--- config.mk ---
export PLATFORM = sky130hd
export DESIGN_NAME = double_ended_queue_core_flat
export DESIGN_NICKNAME = d
export VERILOG_FILES = /design/src/hw/rtl/deq_pkg.sv /design/src/hw/rtl/deq_if.sv /design/src/hw/rtl/deq_ctrl.sv /design/src/hw/rtl/deq_datapath.sv /design/src/hw/rtl/double_ended_queue_core.sv /design/src/flat_wrapper.sv
export SDC_FILE = /design/constraint.sdc
export NUM_CORES = 1
export LEC_CHECK = 0
export BUFFER_PORTS_ARGS = -buffer_cell sky130_fd_sc_hd__buf_2
export CAP_MARGIN = 20
export CORE_ASPECT_RATIO = 1.75
export CORE_MARGIN = 4
export CORE_UTILIZATION = 45
export CTS_CLUSTER_SIZE = 16
export DETAILED_ROUTE_END_ITERATION = 16
export PLACE_DENSITY_LB_ADDON = 0.2
export SLEW_MARGIN = 20
export SYNTH_ARGS = -nofsm -noshare
export SYNTH_HDL_FRONTEND = slang
export SYNTH_SLANG_ARGS = --single-unit
--- constraint.sdc ---
create_clock -name clk -period 4.1 [get_ports clk]
set_clock_uncertainty 0.05 [all_clocks]
set_input_delay 0.41 -clock clk [delete_from_list [all_inputs] [get_ports clk]]
set_output_delay 0.41 -clock clk [all_outputs]
set_load 0.01 [all_outputs]
--- src/hw/rtl/deq_pkg.sv ---
// Package for the double-ended queue: field widths, command and status codes,
// default parameter values and the controller-to-datapath command type.
// No dependencies.
`default_nettype none
package deq_pkg;

  localparam int DEPTH_DEF      = 16;
  localparam int DATA_WIDTH_DEF = 32;

  localparam int CMD_W  = 3;
  localparam int WORD_W = 32;
  localparam int STAT_W = 2;
  localparam int FILL_W = 5;

  localparam logic [CMD_W-1:0] CMD_ADD_FRONT  = 3'd0;
  localparam logic [CMD_W-1:0] CMD_ADD_BACK   = 3'd1;
  localparam logic [CMD_W-1:0] CMD_REM_FRONT  = 3'd2;
  localparam logic [CMD_W-1:0] CMD_REM_BACK   = 3'd3;
  localparam logic [CMD_W-1:0] CMD_PEEK_FRONT = 3'd4;
  localparam logic [CMD_W-1:0] CMD_PEEK_BACK  = 3'd5;

  localparam logic [STAT_W-1:0] ST_OK    = 2'd0;
  localparam logic [STAT_W-1:0] ST_EMPTY = 2'd1;
  localparam logic [STAT_W-1:0] ST_FULL  = 2'd2;

  // Commands from the controller to the datapath.
  typedef struct packed {
    logic exec;      // execute the incoming request this cycle
    logic load_out;  // load the result register
  } deq_ctrl_t;

endpackage
`default_nettype wire

--- src/hw/rtl/deq_if.sv ---
// Handshake interfaces for the request and result channels of the queue.
// Depends on deq_pkg for the field widths.
`default_nettype none
interface deq_in_if;
  logic                        valid;
  logic                        ready;
  logic [deq_pkg::CMD_W-1:0]   command;
  logic [deq_pkg::WORD_W-1:0]  data_in;

  modport source (output valid, output command, output data_in, input ready);
  modport sink   (input valid, input command, input data_in, output ready);
endinterface

interface deq_out_if;
  logic                        valid;
  logic                        ready;
  logic [deq_pkg::WORD_W-1:0]  data_out;
  logic [deq_pkg::STAT_W-1:0]  status;
  logic                        is_empty;
  logic [deq_pkg::FILL_W-1:0]  fill_count;

  modport source (output valid, output data_out, output status, output is_empty,
                  output fill_count, input ready);
  modport sink   (input valid, input data_out, input status, input is_empty,
                  input fill_count, output ready);
endinterface
`default_nettype wire

--- src/hw/rtl/deq_ctrl.sv ---
// Controller state machine of the queue: request acceptance and result handoff.
// Depends on deq_pkg for the command type.
`default_nettype none
module deq_ctrl (
  input  wire logic              clk,
  input  wire logic              rst_n,
  input  wire logic              in_valid,
  output logic                   in_ready,
  input  wire logic              out_ready,
  output logic                   out_valid,
  output deq_pkg::deq_ctrl_t     ctrl
);

  localparam logic S_IDLE = 1'b0;
  localparam logic S_RESP = 1'b1;

  logic state_r, state_nxt;
  logic out_valid_r, out_valid_nxt;

  always_comb begin
    state_nxt     = state_r;
    in_ready      = 1'b0;
    ctrl.exec     = 1'b0;
    ctrl.load_out = 1'b0;
    case (state_r)
      S_IDLE: begin
        in_ready = 1'b1;
        if (in_valid) begin
          ctrl.exec = 1'b1;
          state_nxt = S_RESP;
        end
      end
      S_RESP: begin
        // The read data is ready now; hand it over once the result slot frees.
        if (!out_valid_r || out_ready) begin
          ctrl.load_out = 1'b1;
          state_nxt     = S_IDLE;
        end
      end
      default: state_nxt = S_IDLE;
    endcase
  end

  always_comb begin
    if (ctrl.load_out) begin
      out_valid_nxt = 1'b1;
    end else if (out_ready) begin
      out_valid_nxt = 1'b0;
    end else begin
      out_valid_nxt = out_valid_r;
    end
  end

  always_ff @(posedge clk) begin
    if (!rst_n) begin
      state_r     <= S_IDLE;
      out_valid_r <= 1'b0;
    end else begin
      state_r     <= state_nxt;
      out_valid_r <= out_valid_nxt;
    end
  end

  assign out_valid = out_valid_r;

endmodule
`default_nettype wire

--- src/hw/rtl/deq_datapath.sv ---
// Datapath of the queue: ring-buffer store, front and back indices, entry count
// and the result register. Depends on deq_pkg for codes, widths and types.
`default_nettype none
module deq_datapath #(
  parameter int DEPTH      = deq_pkg::DEPTH_DEF,
  parameter int DATA_WIDTH = deq_pkg::DATA_WIDTH_DEF
) (
  input  wire logic                        clk,
  input  wire logic                        rst_n,
  input  wire deq_pkg::deq_ctrl_t          ctrl,
  input  wire logic [deq_pkg::CMD_W-1:0]   command,
  input  wire logic [deq_pkg::WORD_W-1:0]  data_in,
  output logic [deq_pkg::WORD_W-1:0]       data_out,
  output logic [deq_pkg::STAT_W-1:0]       status,
  output logic                             is_empty,
  output logic [deq_pkg::FILL_W-1:0]       fill_count
);

  localparam int IDX_W = (DEPTH > 1) ? $clog2(DEPTH) : 1;
  localparam int CNT_W = $clog2(DEPTH + 1);
  // Only the low MEM_W bits of a word are stored: DATA_WIDTH, capped at 32.
  localparam int MEM_W = (DATA_WIDTH < deq_pkg::WORD_W) ? DATA_WIDTH : deq_pkg::WORD_W;
  localparam logic [IDX_W-1:0] IDX_LAST = IDX_W'(DEPTH - 1);
  localparam logic [CNT_W-1:0] CNT_FULL = CNT_W'(DEPTH);

  logic [MEM_W-1:0] mem [DEPTH];

  logic [IDX_W-1:0] front_r, front_nxt;
  logic [IDX_W-1:0] back_r, back_nxt;
  logic [CNT_W-1:0] count_r, count_nxt;

  logic [MEM_W-1:0]          rd_data_r;
  logic                      rd_ok_r;
  logic [deq_pkg::STAT_W-1:0] stat_r;

  logic                       wr_en, rd_en;
  logic [IDX_W-1:0]           wr_addr, rd_addr;
  logic [deq_pkg::STAT_W-1:0] stat_nxt;
  logic                       empty, full;
  logic [IDX_W-1:0]           front_next, front_prev, back_prev;

  logic [deq_pkg::WORD_W-1:0] data_out_r;
  logic [deq_pkg::STAT_W-1:0] status_r;
  logic                       is_empty_r;
  logic [deq_pkg::FILL_W-1:0] fill_count_r;

  assign empty      = (count_r == '0);
  assign full       = (count_r >= CNT_FULL);
  assign front_next = (front_r == IDX_LAST) ? '0 : front_r + 1'b1;
  assign front_prev = (front_r == '0) ? IDX_LAST : front_r - 1'b1;
  assign back_prev  = (back_r == '0) ? IDX_LAST : back_r - 1'b1;

  always_comb begin
    wr_en     = 1'b0;
    rd_en     = 1'b0;
    wr_addr   = back_r;
    rd_addr   = front_r;
    stat_nxt  = deq_pkg::ST_OK;
    front_nxt = front_r;
    back_nxt  = back_r;
    count_nxt = count_r;
    case (command)
      deq_pkg::CMD_ADD_FRONT: begin
        if (full) begin
          stat_nxt = deq_pkg::ST_FULL;
        end else begin
          wr_en     = 1'b1;
          wr_addr   = front_prev;
          front_nxt = front_prev;
          count_nxt = count_r + 1'b1;
        end
      end
      deq_pkg::CMD_ADD_BACK: begin
        if (full) begin
          stat_nxt = deq_pkg::ST_FULL;
        end else begin
          wr_en     = 1'b1;
          wr_addr   = back_r;
          back_nxt  = (back_r == IDX_LAST) ? '0 : back_r + 1'b1;
          count_nxt = count_r + 1'b1;
        end
      end
      deq_pkg::CMD_REM_FRONT: begin
        if (empty) begin
          stat_nxt = deq_pkg::ST_EMPTY;
        end else begin
          rd_en     = 1'b1;
          rd_addr   = front_r;
          front_nxt = front_next;
          count_nxt = count_r - 1'b1;
        end
      end
      deq_pkg::CMD_REM_BACK: begin
        if (empty) begin
          stat_nxt = deq_pkg::ST_EMPTY;
        end else begin
          rd_en     = 1'b1;
          rd_addr   = back_prev;
          back_nxt  = back_prev;
          count_nxt = count_r - 1'b1;
        end
      end
      deq_pkg::CMD_PEEK_FRONT: begin
        if (empty) begin
          stat_nxt = deq_pkg::ST_EMPTY;
        end else begin
          rd_en   = 1'b1;
          rd_addr = front_r;
        end
      end
      deq_pkg::CMD_PEEK_BACK: begin
        if (empty) begin
          stat_nxt = deq_pkg::ST_EMPTY;
        end else begin
          rd_en   = 1'b1;
          rd_addr = back_prev;
        end
      end
      default: ;
    endcase
  end

  // Store with one write and one registered read port.
  always_ff @(posedge clk) begin
    if (ctrl.exec && wr_en) begin
      mem[wr_addr] <= MEM_W'(data_in);
    end
    if (ctrl.exec && rd_en) begin
      rd_data_r <= mem[rd_addr];
    end
  end

  always_ff @(posedge clk) begin
    if (!rst_n) begin
      front_r <= '0;
      back_r  <= '0;
      count_r <= '0;
    end else if (ctrl.exec) begin
      front_r <= front_nxt;
      back_r  <= back_nxt;
      count_r <= count_nxt;
    end
  end

  always_ff @(posedge clk) begin
    if (ctrl.exec) begin
      rd_ok_r <= rd_en;
      stat_r  <= stat_nxt;
    end
  end

  // The count register already holds the post-request value here.
  always_ff @(posedge clk) begin
    if (ctrl.load_out) begin
      data_out_r   <= rd_ok_r ? deq_pkg::WORD_W'(rd_data_r) : '0;
      status_r     <= stat_r;
      is_empty_r   <= empty;
      fill_count_r <= deq_pkg::FILL_W'(count_r);
    end
  end

  assign data_out   = data_out_r;
  assign status     = status_r;
  assign is_empty   = is_empty_r;
  assign fill_count = fill_count_r;

endmodule
`default_nettype wire

--- src/hw/rtl/double_ended_queue_core.sv ---
// Double-ended queue of DEPTH words kept as a ring buffer. Each request carries
// a command (add, remove or peek at the front or the back) and a data word, and
// gives exactly one result with the word read, a status, the empty flag and the
// fill count after the request. A request is first executed against the store,
// whose read port is registered, and then loads the result register once the
// result slot is free; a new request is taken only after the previous result
// has been loaded. Removing or peeking at an empty queue reports an empty
// error and adding to a full one reports a full error, neither changing state.
// The store is not cleared by reset; only entries that were added are ever read.
// Depends on deq_pkg, deq_if, deq_ctrl and deq_datapath.
`default_nettype none
module double_ended_queue_core #(
  parameter int DEPTH      = deq_pkg::DEPTH_DEF,
  parameter int DATA_WIDTH = deq_pkg::DATA_WIDTH_DEF
) (
  input wire logic  clk,
  input wire logic  rst_n,
  deq_in_if.sink    in_ch,
  deq_out_if.source out_ch
);

  deq_pkg::deq_ctrl_t ctrl;
  logic               in_ready;
  logic               out_valid;

  deq_ctrl u_ctrl (
    .clk       (clk),
    .rst_n     (rst_n),
    .in_valid  (in_ch.valid),
    .in_ready  (in_ready),
    .out_ready (out_ch.ready),
    .out_valid (out_valid),
    .ctrl      (ctrl)
  );

  deq_datapath #(
    .DEPTH      (DEPTH),
    .DATA_WIDTH (DATA_WIDTH)
  ) u_datapath (
    .clk        (clk),
    .rst_n      (rst_n),
    .ctrl       (ctrl),
    .command    (in_ch.command),
    .data_in    (in_ch.data_in),
    .data_out   (out_ch.data_out),
    .status     (out_ch.status),
    .is_empty   (out_ch.is_empty),
    .fill_count (out_ch.fill_count)
  );

  assign in_ch.ready  = in_ready;
  assign out_ch.valid = out_valid;

endmodule
`default_nettype wire
--- src/flat_wrapper.sv ---
// flat-port wrapper written by rule: the top's interface ports become plain ports
module double_ended_queue_core_flat 
#(
  parameter int DEPTH      = deq_pkg::DEPTH_DEF,
  parameter int DATA_WIDTH = deq_pkg::DATA_WIDTH_DEF
)
  (clk, rst_n, in_ch_valid, in_ch_command, in_ch_data_in, in_ch_ready, out_ch_valid, out_ch_data_out, out_ch_status, out_ch_is_empty, out_ch_fill_count, out_ch_ready);
  deq_in_if in_ch_i ();
  deq_out_if out_ch_i ();
  input wire logic clk;
  input wire logic rst_n;
  input wire logic [$bits(in_ch_i.valid)-1:0] in_ch_valid;
  input wire logic [$bits(in_ch_i.command)-1:0] in_ch_command;
  input wire logic [$bits(in_ch_i.data_in)-1:0] in_ch_data_in;
  output wire logic [$bits(in_ch_i.ready)-1:0] in_ch_ready;
  output wire logic [$bits(out_ch_i.valid)-1:0] out_ch_valid;
  output wire logic [$bits(out_ch_i.data_out)-1:0] out_ch_data_out;
  output wire logic [$bits(out_ch_i.status)-1:0] out_ch_status;
  output wire logic [$bits(out_ch_i.is_empty)-1:0] out_ch_is_empty;
  output wire logic [$bits(out_ch_i.fill_count)-1:0] out_ch_fill_count;
  input wire logic [$bits(out_ch_i.ready)-1:0] out_ch_ready;
  assign in_ch_i.valid = in_ch_valid;
  assign in_ch_i.command = in_ch_command;
  assign in_ch_i.data_in = in_ch_data_in;
  assign in_ch_ready = in_ch_i.ready;
  assign out_ch_valid = out_ch_i.valid;
  assign out_ch_data_out = out_ch_i.data_out;
  assign out_ch_status = out_ch_i.status;
  assign out_ch_is_empty = out_ch_i.is_empty;
  assign out_ch_fill_count = out_ch_i.fill_count;
  assign out_ch_i.ready = out_ch_ready;
  double_ended_queue_core #(.DEPTH(DEPTH), .DATA_WIDTH(DATA_WIDTH)) u_core (.clk(clk), .rst_n(rst_n), .in_ch(in_ch_i), .out_ch(out_ch_i));
endmodule
Yosys cells after proc, flatten, opt, wreduce, memory -nomap -nowiden
Memory sizes are Yosys's and may differ from the RTL's. A register that Yosys moved wholly into a read port is not among the register bits.
Index checks and enable logic that the tools add are counted.
- RAM bits: 512
- word-level logic and storage cells: 87
- bits in registers: 58
- output and inout port bits: 42
- bits of input ports: 39
- memories kept: 1
- memory list (memory ; words ; bits a word ; rd ports ; clocked after Yosys merged registers in ; write ports ; line ; source):
    u_core.u_datapath.mem ; 16 ; 32 ; 1 ; 1 ; 1 ; deq_datapath.sv:26 ; logic [MEM_W-1:0] mem [DEPTH];
- reductions and logical operators: 19
- bitwise operators: 1
- add/sub/neg operators: 6
- equal/unequal tests: 13
- order comparisons: 1
- mux-type cells: 35
- operator list (cell ; number):
    4-bit 2-to-1 mux ; 12
    4-bit one-hot mux with 2 select lines ; 2
    1-bit 2-to-1 mux ; 15
    2-bit != test, second input constant ; 6
    4-bit AND reduction ; 3
    5-bit 2-to-1 mux ; 2
    5-bit one-hot mux with 2 select lines ; 1
    4-bit by 1-bit adder with 4-bit output, second input constant ; 2
    4-bit equality test, second input constant ; 2
    4-bit zero test ; 2
    2-bit nonzero test ; 4
    4-bit by 1-bit subtractor with 4-bit output, second input constant ; 2
    3-bit by 2-bit equality test with 1-bit output, second input constant ; 2
    3-bit equality test, second input constant ; 2
    2-bit OR reduction ; 3
    5-bit by 1-bit adder with 5-bit output, second input constant ; 1
    5-bit >= comparator, second input constant ; 1
    5-bit zero test ; 1
    5-bit by 1-bit subtractor with 5-bit output, second input constant ; 1
    2-bit one-hot mux with 2 select lines ; 1
    4-bit OR reduction ; 1
    3-bit by 1-bit equality test with 1-bit output, second input constant ; 1
    3-bit zero test ; 1
    1-bit logical AND ; 2
    other kinds (5) ; 5

Longest topological paths before layout
Gate-level depths: netlist of the first run.
- word-level depth: 6
- gate-level depth with buffers: 10
- mapped depth without buffers: 10

Cells and area by module
Synthesis of the first run repeated with hierarchy kept, for this count alone.
- cell total of the unflattened synthesis: 1642
- area total of the unflattened synthesis: 23641.4 µm²
- by module, submodules not included (module ; cells each ; sequential area each (µm²) ; area an instance (µm²) ; times used):
    deq_datapath ; 1632 ; 17887.2 ; 23531.3 ; 1
    deq_ctrl ; 10 ; 40.0 ; 110.1 ; 1

Least setup slack after synthesis of the first run
No wires, ideal clock.
- kind: input port to flip-flop
- start point: input in_ch_command[0]
- end point: memory u_core.u_datapath.mem[12][0] (netlist name) (enable)
- slack: 335 ps
- required time: 3629 ps
- data arrival time: 3294 ps
- setup time: 421 ps
- stages on the path: 5
- path buffers: 1
- path through: clkbuf_1 -> nor4_1 -> mux2i_1 -> or2_2 -> nor2_1
- cells in the longest elaborated chain, start to end: 6
- elaborated cells on any way between the ends: 8
- classes of those cells: eq/ne (1); mux (4); reduce/logical (3)
- ends and longest elaborated chain (item ; line ; source):
    from (decl) ; flat_wrapper.sv:13 ; input wire logic [$bits(in_ch_i.command)-1:0] in_ch_command;
    3-bit by 1-bit equality test with 1-bit output or 3-bit zero test (tied branches) ; deq_datapath.sv:62 ; case (command)
    2-bit OR reduction (no line) ; -- ;
    1-bit 2-to-1 mux ; -- ;
    1-bit logical AND ; deq_datapath.sv:125 ; if (ctrl.exec && wr_en) begin
    1-bit 2-to-1 mux ; deq_datapath.sv:125 ;
    1-bit 2-to-1 mux (implied by the code) ; deq_datapath.sv:126 ; mem[wr_addr] <= MEM_W'(data_in);
    to (decl) ; deq_datapath.sv:26 ;
Several ways; a longest one is shown, not always the timed one.

Final worst setup path of the first run
- start point: register u_core.u_datapath.front_r[0]
- end point: memory u_core.u_datapath.mem[0][10] (netlist name) (enable)
- cells in the longest elaborated chain, start to end: 4
- elaborated cells on any way between the ends: 5
- classes of those cells: add/sub (1); mux (3); reduce/logical (1)
- ends and longest elaborated chain (item ; line ; source):
    from (decl) ; deq_datapath.sv:28 ; logic [IDX_W-1:0] front_r, front_nxt;
    from (signal assigned) ; deq_datapath.sv:139 ; front_r <= front_nxt;
    4-bit by 1-bit subtractor with 4-bit output or 4-bit zero test (tied branches) ; deq_datapath.sv:50 ; assign front_prev = (front_r == '0) ? IDX_LAST : front_r - 1'b1;
    4-bit 2-to-1 mux * ; deq_datapath.sv:50 ;
    4-bit 2-to-1 mux * ; deq_datapath.sv:64 ; if (full) begin
    4-bit 2-to-1 mux * ; -- ;
Mark *: on every way between the ends. The rest lies on a longest branch, timed or not.

==> results of run 1 <==
==> cells in the final DEF, fill, tap and decap left out, types with 3 or more instances in the layout <==
cell,Yosys,final
buf_2,67,80
inv_1,17,17
a22oi_1,33,33
clkbuf_16,0,52
a21boi_0,4,4
clkinv_1,0,12
a32o_1,32,32
buf_12,0,16
o211ai_1,35,35
nor2b_1,4,4
xor2_1,3,3
nand3_1,68,68
xnor2_1,5,5
edfxtp_1,587,587
and2_1,38,37
nand2b_1,5,4
ha_1,8,8
bufinv_16,0,5
clkbuf_1,31,9
a32oi_1,32,32
nor2_1,28,11
o31ai_1,3,3
buf_4,4,25
o21ai_0,18,18
dfxtp_1,15,15
a21oi_1,203,203
clkinv_2,0,8
nand2_1,433,432
nor2_4,0,17
==> flip-flops by register name, indices dropped and copies added (netlist names) <==
name,cells
u_core.u_datapath.mem,512
u_core.u_datapath.data_out,32
u_core.u_datapath.rd_data_r,32
u_core.u_datapath.count_r,5
u_core.u_datapath.fill_count,5
u_core.u_datapath.back_r,4
u_core.u_datapath.front_r,4
u_core.u_datapath.stat_r,2
u_core.u_datapath.status,2
u_core.u_ctrl.out_valid,1
u_core.u_ctrl.state_r,1
u_core.u_datapath.is_empty,1
u_core.u_datapath.rd_ok_r,1
==> per-stage QoR <==
| stage | power (W) | hold slack [ps] | instance area (um^2) |
|---|---|---|---|
| floorplan | 0.00772 | 350 | 23600 |
| global placement | 0.00808 | 361 | 25000 |
| detailed placement | 0.00810 | 383 | 25000 |
| CTS | 0.0128 | 52.9 | 26700 |
| global route | 0.0132 | 108 | 26700 |
| finish | 0.0127 | 77.9 | 26700 |
==> tightest hold or removal path, delay by kind of cell <==
family	cells	cell delay [ps]
simple gates	1	80
compound gates	1	80
buf+inv	1	80
==> area by class of cell <==
class | count | share of cell area
Sequential cell | 602 | 0.672
Multi-Input combinational cell | 984 | 0.199
Clock buffer | 61 | 0.0500
Timing Repair Buffer | 121 | 0.0340
Tap cell | 672 | 0.0315
Clock inverter | 32 | 0.0113
Inverter | 17 | 0.00239
Antenna cell | 2 | 0.000188
==> cell families after synthesis <==
family                     Yosys count  share of synthesized area
buffers and inverters              121                     0.0234
muxes                                4                    0.00196
AOI/OAI and AO/OA                  376                      0.103
adders and majority gates            9                    0.00509
and+or+nand+nor                    586                      0.103
xor gates and xnor gates             9                    0.00366
DFF                                602                      0.760
==> where the power goes <==
| part | switching (W) | total (W) | internal [W] |
|---|---|---|---|
| Clock | 0.00212 | 0.00477 | 0.00265 |
| Combinational | 0.000733 | 0.00109 | 0.000354 |
| Sequential | 0.0000243 | 0.00687 | 0.00684 |
| Total | 0.00288 | 0.0127 | 0.00985 |
==> layer usage <==
| layer | global-route usage | routed length, um |
|---|---|---|
| met1 | 0.252 | 22600 |
| met2 | 0.339 | 28900 |
| met3 | 0.0226 | 2810 |
| met4 | 0.0625 | 1490 |
| met5 | 0 | 0 |
==> cells in the mapped netlist, types with 3 or more instances <==
library cell    n
nand2b_1        5
inv_1          17
a21boi_0        4
nor2_1         28
ha_1            8
edfxtp_1      587
a32o_1         32
nand2_1       433
o21ai_0        18
buf_2          67
a32oi_1        32
and2_1         38
o211ai_1       35
o31ai_1         3
nor2b_1         4
dfxtp_1        15
a21oi_1       203
a22oi_1        33
nand3_1        68
xnor2_1         5
buf_4           4
xor2_1          3
clkbuf_1       31
==> worst max path at each step <==
stage,from,end,cells after the start
3_3_place_gp,in_ch_command[1],u_core.u_datapath.rd_data_r[10]$_DFFE_PP_,8
5_1_grt,u_core.u_datapath.front_r[0]$_SDFFE_PN0P_,u_core.u_datapath.mem[0][3]$_DFFE_PP_,9
3_5_place_dp,in_ch_command[2],u_core.u_datapath.rd_data_r[10]$_DFFE_PP_,8
2_1_floorplan,in_ch_command[0],u_core.u_datapath.mem[12][0]$_DFFE_PP_,5
4_1_cts,u_core.u_datapath.back_r[0]$_SDFFE_PN0P_,u_core.u_datapath.rd_data_r[8]$_DFFE_PP_,8
6_report,u_core.u_datapath.front_r[0]$_SDFFE_PN0P_,u_core.u_datapath.mem[0][10]$_DFFE_PP_,9
==> flow_summary.ini, run 1 <==
[grt]
grt_pass1_wl_mm = 84.8
globalRouteOverflowTotal = 0
grt_start_max_net_pins = 147
antenna_found_initial = 4
grt_pass1_vias = 14100
track_usage = 0.194

[clock_tree]
cts.path.max_buffers = 3
clkTransAtPathRegs_ps = 60
post_cts_buffers = 0
cts_hold_repair.buffers = 0
cts_resized = 0
h-tree-depth = 2
clock_latency_ps = 570
clockRootBuffer = clkbuf_16
cts_sinks = 602
cts_tree = built
cts_buffers = 52

[synthesis]
ys_seq_area_frac = 0.760
synth.top_cell.area_share = 0.747
ys.flop_type = edfxtp_1
netlist_instances = 1707
ys_types = 49
yosysWarnings = 0
syn_area_per_cell_um2 = 13.8
netlist_area_mm2 = 0.0236
async_flop_share = 0
ys_top_cells_by_area = edfxtp_1 (75%), nand2_1 (6.9%), a21oi_1 (4.3%)
synth_edf_count = 587
synth_nets = 1755
ys_seq_elements = 602
synth_area_leader_cell = edfxtp_1

[floorplan]
initial_core_util = 0.456
core_mm2 = 0.0517
rows = 110
die_h_um = 311
die_width_um = 181
die_area_mm2 = 0.0563
pin_count = 81

[outcome]
status = completed

[cells_and_area]
fin_nets = 1826
area_growth_syn_to_layout_pct = 13.0
filler_cell_count = 4352
multi_input_area_mm2 = 0.00530
drive_gt1_frac = 0.123
ff_latch_area_mm2 = 0.0179
finalNonFillerCells = 2491
utilization = 0.516

[critical_path]
cp-end-kind = flip-flop
cp_num_buf_inv = 2
reg2reg_slack_ps = 930
timing_worst_setup_path_type = flip-flop to flip-flop
arrival_ps = 3350
r2r-end = u_core.u_datapath.mem[0][10]$_DFFE_PP_
cp_max_fo = 17
worst_path_max_delay_cell = dfxtp_1
reg2reg_depth = 9
critPathMaxStageDelay_ps = 610
crit-reg2reg-launch = u_core.u_datapath.front_r[0]$_SDFFE_PN0P_
crit_chain = inv_1, ha_1, o21bai_1, a21oi_1, a41oi_1, mux2i_1, nand2_1, nor2_4, buf_4
cpLargestDelayFamily = simple AND/OR/NAND/NOR gates
crit_required_ps = 4280
crit_path_start_kind = flip-flop

[place]
io_buffers = 80
place_ws_ps = 794
place_inst = 2396
dp.final_hpwl_mm = 29.6
globalplace.congestion = 0.766

[sta]
setup_viol = 0
period_share = 0.772
rsz0062_at_grt = no
slew_viol_final = 0
fin_ws_ps = 934
period_minus_slack_ps = 3170
slew_headroom = 0.465
worst_pin_slew_ps = 802
fin_setup_tns_ps = 0
fmax_ghz = 0.316
finalHoldViolations = 0

[route]
drt-total-wl_mm = 55.9
drtIter0Drc = 1106
wl_per_cell_um = 22.4
drtAntennaViolNets = 0
vias_per_cell = 5.66
drc_errors = 0
via_count = 14100
drt_pass1_iterations = 5

[power]
power_leakage_nw = 9.27
irDropWorstVdd_uv = 342
power_density_mw_per_mm2 = 477

[min_path]
hold_depth = 3
min_path_type = input pin to flip-flop
hold_end = u_core.u_ctrl.state_r$_SDFF_PN0_
hp-start = in_ch_valid

[job]
drv_cap = 0
Power figures use the tool's default switching activity.
==> inputs of run 2 (changes only) <==
==> constraint.sdc (replaced) <==
create_clock -name clk -period 3 [get_ports clk]
set_clock_uncertainty 0.05 [all_clocks]
set_input_delay 0.3 -clock clk [delete_from_list [all_inputs] [get_ports clk]]
set_output_delay 0.3 -clock clk [all_outputs]
set_load 0.01 [all_outputs]
==> flow_summary.ini, run 2 (synthesis gave the netlist of run 1 again) <==
[route]
drtIter0Drc = 1076
wirelength_met1_mm = 23.4
via_count = 14600
drt_pass1_iterations = 5
vias_per_cell = 5.66
drc_errors = 0
drtAntennaViolNets = 0
wl_met2_mm = 30.1
wl_met3_mm = 3.04
drt-total-wl_mm = 58.4
dr.max_layer_used = met4
wl_per_cell_um = 22.6

[min_path]
hold_depth = 1
hold_end = u_core.u_datapath.mem[15][0]$_DFFE_PP_
hp-start = in_ch_data_in[0]
min_path_type = input pin to flip-flop

[grt]
grt_pass1_wl_mm = 87.8
track_usage = 0.202
antenna_found_initial = 1
grt_start_max_net_pins = 52
globalRouteOverflowTotal = 0
grt_pass1_vias = 14600

[floorplan]
rows = 110
die_h_um = 311
pin_count = 81
core_mm2 = 0.0517
die_area_mm2 = 0.0563
die_width_um = 181
initial_core_util = 0.456

[critical_path]
r2r-end = u_core.u_datapath.rd_data_r[5]$_DFFE_PP_
reg2reg_depth = 9
arrival_ps = 3270
crit_required_ps = 3370
cp-end-kind = flip-flop
crit-reg2reg-launch = u_core.u_datapath.back_r[0]$_SDFFE_PN0P_
reg2reg_slack_ps = 100
crit_path_start_kind = flip-flop
timing_worst_setup_path_type = flip-flop to flip-flop
cp_max_fo = 26

[outcome]
status = completed

[clock_tree]
cts_resized = 0
cts.path.max_buffers = 3
cts_buffers = 53
cts_sinks = 602
clkTransAtPathRegs_ps = 70
clock_latency_ps = 600
h-tree-depth = 2
clockRootBuffer = clkbuf_16
cts_tree = built

[power]
power_density_mw_per_mm2 = 637
seq_power_share = 0.530
swShare = 0.230
power_frac_clock = 0.376
power_leakage_nw = 9.78
p_switching_w = 0.00407
p_int_w = 0.0136
irDropWorstVdd_uv = 417
p_comb_frac = 0.093

[cells_and_area]
final_common_cell = edfxtp_1
area_growth_syn_to_layout_pct = 17.7
utilization = 0.537
finalNonFillerCells = 2578
fin_nets = 1911
filler_cell_count = 4312
largest_reg_flops = 512
top_register = u_core.u_datapath.mem
multi_input_area_mm2 = 0.00530
drive_gt1_frac = 0.151
final_cell_mix = edfxtp_1 (587), nand2_1 (432), a21oi_1 (203), buf_2 (80), nand3_1 (68)
ff_latch_area_mm2 = 0.0179

[sta]
worst_pin_slew_ps = 1180
fmax_ghz = 0.344
slew_headroom = 0.209
fin_ws_ps = 96.8
finalHoldViolations = 0
setup_viol = 0
slew_viol_final = 0
period_share = 0.968
period_minus_slack_ps = 2900
rsz0062_at_grt = no
fin_setup_tns_ps = 0

[place]
place_ws_ps = 101
io_buffers = 80
dp.final_hpwl_mm = 32.9
place_inst = 2458
globalplace.congestion = 0.760

[job]
drv_cap = 0
run 2: cell type report:
cell class              count  share of cell area
clock inverters            34              0.0109
multi-input cells         984               0.191
flip-flops and latches    602               0.645
inverters                  17             0.00230
well taps                 672              0.0303
diodes                      1           0.0000901
clock buffers              63              0.0499
repair buffers            205              0.0704
run 2: how the worst max path moves through the flow:
stage / startpoint / to
2_1_floorplan: in_ch_command[0] / u_core.u_datapath.mem[15][0]$_DFFE_PP_
3_3_place_gp: in_ch_command[1] / u_core.u_datapath.rd_data_r[15]$_DFFE_PP_
3_5_place_dp: in_ch_command[1] / u_core.u_datapath.rd_data_r[15]$_DFFE_PP_
4_1_cts: u_core.u_datapath.back_r[0]$_SDFFE_PN0P_ / u_core.u_datapath.rd_data_r[5]$_DFFE_PP_
5_1_grt: u_core.u_datapath.front_r[1]$_SDFFE_PN0P_ / u_core.u_datapath.mem[1][2]$_DFFE_PP_
6_report: u_core.u_datapath.back_r[0]$_SDFFE_PN0P_ / u_core.u_datapath.rd_data_r[5]$_DFFE_PP_
run 2: worst max-delay path, stage by stage (launching register included):
cell and delay (ps):
dfxtp_1 330, inv_1 60, ha_1 210, o21ba_2 230, o31ai_1 80, mux2_2 320
nor2_4 910, buf_4 340, a22oi_1 90, o211ai_1 100
run 2: power groups by stage:
stage | clock [W] | combinational, W | sequential (W)
2_1_floorplan | 0 | 0.000969 | 0.00958
3_3_place_gp | 0 | 0.00161 | 0.00956
3_5_place_dp | 0 | 0.00164 | 0.00956
4_1_cts | 0.00680 | 0.00167 | 0.00938
5_1_grt | 0.00711 | 0.00182 | 0.00938
6_report | 0.00665 | 0.00165 | 0.00938
run 2: timing repair:
| action | in CTS | in global routing |
|---|---|---|
| endpoints found under the setup margin | 0 | 0 |
| setup buffers | 0 | 0 |
| hold endpoints to repair | 269 | 0 |
| hold buffers | 22 | 0 |
run 2: through the flow:
step           total power, W  area, um^2  hold slack (ps)
2_1_floorplan          0.0106       23600              349
3_3_place_gp           0.0112       25900              353
4_1_cts                0.0178       27800            0.808
3_5_place_dp           0.0112       25900              356
6_report               0.0177       27800             35.1
5_1_grt                0.0183       27800             32.5
run 2: metal layers:
layer | up-vias | global-route usage
met5 | - | 0
met4 | 0 | 0.0686
met3 | 111 | 0.0226
met2 | 461 | 0.357
met1 | 7374 | 0.259
li1 | 6653 | -
==> inputs of run 3 (changes only) <==
--- a/config.mk
+++ b/config.mk
@@ -9,7 +9,7 @@
 export CAP_MARGIN = 20
 export CORE_ASPECT_RATIO = 1.75
 export CORE_MARGIN = 4
-export CORE_UTILIZATION = 45
+export CORE_UTILIZATION = 60
 export CTS_CLUSTER_SIZE = 16
 export DETAILED_ROUTE_END_ITERATION = 16
 export PLACE_DENSITY_LB_ADDON = 0.2
==> flow_summary.ini, run 3 (synthesis gave the netlist of run 1 again) <==
[floorplan]
core_mm2 = 0.0386
die_area_mm2 = 0.0427
pin_count = 81
rows = 95
initial_core_util = 0.611
die_width_um = 158
die_h_um = 270

[cells_and_area]
final_common_cell = edfxtp_1
final_cell_mix = edfxtp_1 (587), nand2_1 (433), a21oi_1 (203), buf_2 (80), nand3_1 (68)
utilization = 0.704
fin_nets = 1870
filler_cell_count = 2491
largest_reg_flops = 512
drive_gt1_frac = 0.142
area_growth_syn_to_layout_pct = 15.3
top_register = u_core.u_datapath.mem

[power]
p_int_w = 0.0137
irDropWorstVdd_uv = 651
p_comb_frac = 0.093
seq_power_share = 0.535
swShare = 0.220
p_switching_w = 0.00387
power_frac_clock = 0.372
p_total_w = 0.0175
power_density_mw_per_mm2 = 645
power_leakage_nw = 9.63

[route]
drc_errors = 0
wl_met2_mm = 28.9
drt_pass1_iterations = 5
drt-total-wl_mm = 55.6
wirelength_met1_mm = 20.3
vias_per_cell = 6.24
drtIter0Drc = 1484
drtAntennaViolNets = 0
via_count = 14700
wl_per_cell_um = 23.7
dr.max_layer_used = met5
wl_met3_mm = 4.30

[sta]
worst_pin_slew_ps = 701
rsz0062_at_grt = no
slew_viol_final = 0
period_share = 0.926
fin_setup_tns_ps = 0
period_minus_slack_ps = 2780
slew_headroom = 0.533
finalHoldViolations = 0
fmax_ghz = 0.360
setup_viol = 0

[clock_tree]
clock_latency_ps = 570
clockRootBuffer = clkbuf_16
cts_buffers = 51
cts_tree = built
cts.path.max_buffers = 3
clkTransAtPathRegs_ps = 70
cts_sinks = 602
h-tree-depth = 2

[critical_path]
crit_required_ps = 3250
cp-end-kind = flip-flop
cp_max_fo = 16
crit_path_start_kind = flip-flop
timing_worst_setup_path_type = flip-flop to flip-flop
arrival_ps = 3030

[outcome]
status = completed

[place]
globalplace.congestion = 0.839
dp.final_hpwl_mm = 30.9
io_buffers = 80

[grt]
antenna_found_initial = 3
grt_start_max_net_pins = 56
track_usage = 0.259
grt_pass1_wl_mm = 83.5
grt_pass1_vias = 14300
globalRouteOverflowTotal = 0

[job]
drv_cap = 0

[min_path]
min_path_type = input pin to flip-flop
-- run 3: layout make-up --
class                   instances  area, um^2  area share
flip-flops and latches        602       17900       0.659
multi-input cells             984        5300       0.195
repair buffers                166        1650      0.0605
clock buffers                  71        1460      0.0535
well taps                     485         607      0.0223
clock inverters                22         201     0.00740
inverters                      17        63.8     0.00235
diodes                          2        5.00    0.000184
-- run 3: power by group through the flow --
stage,logic (W),registers (W),clock network (W)
floorplan,0.000969,0.00958,0
global placement,0.00155,0.00957,0
detailed placement,0.00160,0.00957,0
CTS,0.00162,0.00939,0.00661
global route,0.00179,0.00939,0.00696
finish,0.00164,0.00939,0.00653
-- run 3: critical path, cell delays in order (launching register included) --
cell	delay (ps)
dfxtp_2	360
inv_1	130
ha_1	290
o21ba_2	190
o31ai_1	330
mux2_2	310
nand2b_2	200
buf_12	190
a21oi_1	60
a22oi_1	240
o211ai_1	140
-- run 3: repair_timing --
item                                    CTS  global route
endpoints found under the setup margin    0            19
buffers inserted                          0             5
hold buffers                              2             0
gates resized for setup                   0             3
endpoints found under the hold margin     2             0
-- run 3: per-stage QoR --
step,instances,instance area (um^2),hold WS (ps),setup slack (ps)
after floorplan,1707,23600,349,-155
final,2349,27200,47.4,221
after CTS,2342,27100,27.7,44.2
after detailed placement,2247,25500,366,73.9
after global routing,2348,27200,43.3,16.1
after global placement,2247,25500,382,203
-- run 3: path summary, 6_finish.rpt --
path	startpoint	to	slack (ps)	cells after the start
max	u_core.u_datapath.back_r[0]$_SDFFE_PN0P_	u_core.u_datapath.rd_data_r[14]$_DFFE_PP_	220	10
max reg2reg	u_core.u_datapath.back_r[0]$_SDFFE_PN0P_	u_core.u_datapath.rd_data_r[14]$_DFFE_PP_	220	10
min	rst_n	u_core.u_datapath.front_r[0]$_SDFFE_PN0P_	50	2
min reg2reg	u_core.u_datapath.stat_r[1]$_DFFE_PP_	u_core.u_datapath.status[1]$_DFFE_PP_	380	0
-- run 3: layer usage --
layer	global-route usage	vias up
met5	0	-
met4	0.0935	2
met3	0.0374	144
met2	0.443	705
met1	0.337	7244
li1	-	6572
